[config.mk]
export PLATFORM = sky130hd
export DESIGN_NAME = ssa_ram
export DESIGN_NICKNAME = d
export VERILOG_FILES = /design/src/rtl/ssa_ram.sv
export SDC_FILE = /design/constraint.sdc
export NUM_CORES = 2
export LEC_CHECK = 0
export BUFFER_PORTS_ARGS = -buffer_cell sky130_fd_sc_hd__buf_2
export CAP_MARGIN = 20
export CORE_ASPECT_RATIO = 1.4
export CORE_MARGIN = 10
export CORE_UTILIZATION = 50
export CTS_CLUSTER_DIAMETER = 50
export DETAILED_ROUTE_END_ITERATION = 8
export HOLD_SLACK_MARGIN = 0.03
export PLACE_DENSITY = 0.74
export SLEW_MARGIN = 20
export SYNTH_ARGS = -nofsm -noshare
export SYNTH_HDL_FRONTEND = slang
export SYNTH_SLANG_ARGS = --single-unit
[constraint.sdc]
create_clock -name clk -period 3.3 [get_ports clk]
set_input_delay 0.165 -clock clk [delete_from_list [all_inputs] [get_ports clk]]
set_output_delay 0.165 -clock clk [all_outputs]
set_load 0.005 [all_outputs]
[src/rtl/ssa_ram.sv]
// Generic single-port-write RAM with a registered read.
module ssa_ram #(
	parameter int WIDTH = 32,
	parameter int DEPTH = 64
) (
	input  logic                     clk,
	input  logic                     we,
	input  logic [$clog2(DEPTH)-1:0] waddr,
	input  logic [WIDTH-1:0]         wdata,
	input  logic [$clog2(DEPTH)-1:0] raddr,
	output logic [WIDTH-1:0]         rdata
);
	logic [WIDTH-1:0] mem_q [DEPTH];

	// Write port and registered read port.
	always_ff @(posedge clk) begin
		if (we) mem_q[waddr] <= wdata;
		rdata <= mem_q[raddr];
	end
endmodule

==> impl_metrics.ini <==
[clock_tree]
tritoncts = done
clock_latency_ns = 0.81
clkSinkCount = 2080
cts_resized = 0
clk_pin_slew_ns = 0.07
cts_buffers = 176
cts-htree-levels = 4
cts_setup_buffers = 0
cts_hold_buf = 5
clk_path_buf_depth = 3
root_buffer = clkbuf_16

[floorplan]
ios = 78
die_w_um = 355
core_um2 = 156000
floorplan.initialDensity_pct = 50.2
dieArea_um2 = 174000
rows = 172
die_height_um = 489

[timing]
finalSetupViolCount = 0
fin_crit_sh_pct = 80.0
post-route-min-period_ns = 2.64
slew_violations = 0
rsz0062_at_grt = no
worst_pin_slew_ns = 1.29
max_freq_ghz = 0.379
max_slew_margin_pct = 14.0
hold_viol_final = 0
setup_tns_ns = 0
fin_hold_ws_ns = 0.107
clock_skew_ns = 0.0242

[critical_path]
max_stage_delay_ns = 1.01
critical-path-top-delay-family = multiplexers
cp.arrival_ns = 3.28
worstSetupPathType = register to register
cp-end-kind = register
cp-start-kind = register
crit_path_max_fanout = 1
critical_path.startpoint = mem_q[15][16]$_DFFE_PP_
crit_chain = mux4_2 -> mux4_2 -> o22ai_1 -> nor2_1
critPathMostFrequentCell = mux4_2
reg2reg_from = mem_q[15][16]$_DFFE_PP_
worstPathRequired_ns = 3.94
worst-path-buf-inv = 0
crit_slowest_cell = o22ai_1

[finish]
drive_above_1_share_pct = 31.0
nFillCells = 10800
final_cell_count_no_fill = 5894
areaGrowthSynthToFinish_pct = 14.2
layout.nets = 3693
utilization_pct = 57.3

[pwr]
ir_drop_v = 0.000571
fin_total_pwr_mw = 53.3
power_frac_comb_pct = 5.2
switchingPower_mw = 11.0
clkPwrFrac_pct = 39.7
p_leak_nw = 28.0
power_density_nw_per_um2 = 594
power_frac_seq_pct = 55.1
p_int_mw = 42.2
sw_frac_of_total_pct = 20.7

[route]
via_per_inst = 6.49
avgRoutedWirePerCell_um = 34.2
drc_errors = 0
num_vias = 38300
ant_nets = 0
first_pass_iters = 6
drtIter0Drc = 5145
wl_um = 202000

[synth]
ys_seq_area_share_pct = 79.1
synth_seq_cells = 2080
synthAdderAreaFrac_pct = 0
synth-compound-area-share_pct = 1.67
synth_simple_gate_area_share_pct = 1.27
synth_top_family_by_area = multiplexers
synth-warning-count = 0
avgSynthCellArea_um2 = 23.6
synth.mux.area_fraction_pct = 16.8
netlist_instances = 3324
synth.distinct_cells = 34
syn-num-nets = 3370
synth_area_um2 = 78500
synth_xor_area_share_pct = 0

[grt]
grt_pass1_wl_um = 287000
grt_overflow = 0
grt_max_degree = 65
track_usage_pct = 23.3
grt_pass1_vias = 38900
antenna_found_initial = 19

[worst_hold_path]
hold_path.startpoint = wdata[24]
hold_class = primary input to register

[placed_design]
dp_hpwl_um = 113000
placement.io_buffers = 77
place.gp.congestion = 0.807
dp_cells = 5531

[flow_run]
drv_cap = 0

[run_status]
outcome = finished clean
==> per-stage QoR <==
stage / area [um^2] / worst slack [ns]
after floorplan: 78500 / 0.483
after global placement: 83400 / 0.140
after detailed placement: 83400 / 0.108
after CTS: 89400 / 0.708
after global routing: 89600 / 0.751
final: 89600 / 0.661
==> placed cells by master (no fill, tap or decap), types with 3 or more instances in the layout <==
cell	n
nand2b_1	7
or3_1	3
nand3b_1	5
a41o_1	4
clkbuf_1	36
nor2b_1	15
o22ai_1	84
nor3_1	5
nand3_1	5
clkinvlp_4	7
buf_12	46
o32ai_1	4
nor2_4	62
clkinv_1	30
clkbuf_16	180
bufinv_16	21
buf_8	3
clkinv_8	5
nand2_1	26
diode_2	9
or3b_2	3
o221ai_1	27
edfxtp_1	2048
buf_2	52
clkinv_2	28
a21oi_1	62
dfxtp_1	32
buf_4	200
clkbuf_8	9
dlygate4sd3_1	26
a311oi_1	8
mux2i_1	93
clkinv_4	4
a22oi_1	12
nor2_1	75
and3_1	4
inv_6	7
mux4_2	544
==> cell families (layout without fill, tap and decap cells) <==
logic type             after synthesis  in the layout
other                                0              9
AOI/OAI and AO/OA                  202            202
DFF                               2080           2080
and+or+nand+nor                    223            223
muxes                              637            637
buffers and inverters              182            655
==> flip-flops by register name (all words and copies together) (netlist names) <==
register  cells
mem_q      2048
rdata        32
==> power by group through the flow <==
stage                     Clock, mW  Combinational [mW]  Sequential, mW
after floorplan                   0                1.42            29.9
after global placement            0                2.67            29.9
after detailed placement          0                2.73            29.9
after CTS                      21.4                2.75            29.4
after global routing           22.4                2.91            29.4
final                          21.1                2.77            29.4
==> Yosys cell counts <==
library cell,n,area share (%)
nand2_1,26,0.12
o32ai_1,4,0.045
mux4_2,544,16
a21oi_1,62,0.40
or3_1,3,0.024
or2_0,1,0.0080
and2_1,2,0.016
buf_2,57,0.36
or3b_2,3,0.033
or2_2,1,0.0080
nand4_1,2,0.016
nor3_1,7,0.045
buf_6,5,0.072
or3b_1,2,0.022
a31oi_1,1,0.0080
nor2b_1,15,0.12
o221ai_1,27,0.30
a311oi_1,8,0.089
nand3b_1,5,0.048
mux2i_1,93,1.2
nand2b_1,8,0.064
a41o_1,4,0.051
nand4b_1,1,0.011
edfxtp_1,2048,78
nor2_1,137,0.65
dfxtp_1,32,0.82
nand3_1,5,0.032
and3_1,4,0.032
buf_4,25,0.24
o22ai_1,84,0.67
buf_1,21,0.10
clkbuf_1,74,0.35
or2_1,1,0.0080
a22oi_1,12,0.11
==> layer usage <==
layer | global-route usage [%] | up-vias | part of all wire (%)
li1 | - | 14900 | -
met1 | 29.8 | 20300 | 34
met4 | 10.0 | 14 | 4.5
met5 | 0 | - | 0.047
met2 | 38.9 | 2597 | 51
met3 | 4.74 | 415 | 11
==> final cells by class <==
type / instances / area [um^2] / area share, %
Sequential cell: 2080 / 62100 / 69.3
Multi-Input combinational cell: 1062 / 16000 / 17.8
Clock buffer: 225 / 4760 / 5.31
Timing Repair Buffer: 327 / 2990 / 3.33
Tap cell: 2088 / 2610 / 2.91
Clock inverter: 103 / 1140 / 1.28
Antenna cell: 9 / 22.5 / 0.0251
==> path summary, 6_finish.rpt <==
kind | to | depth (start not counted) | slack [ns]
worst min register to register | rdata[17]$_DFF_P_ | 4 | 0.76
worst min-delay path | mem_q[6][24]$_DFFE_PP_ | 1 | 0.11
worst max register to register | rdata[16]$_DFF_P_ | 4 | 0.66
worst max-delay path | rdata[16]$_DFF_P_ | 4 | 0.66
No activity file was read; power rests on OpenSTA's default activity.
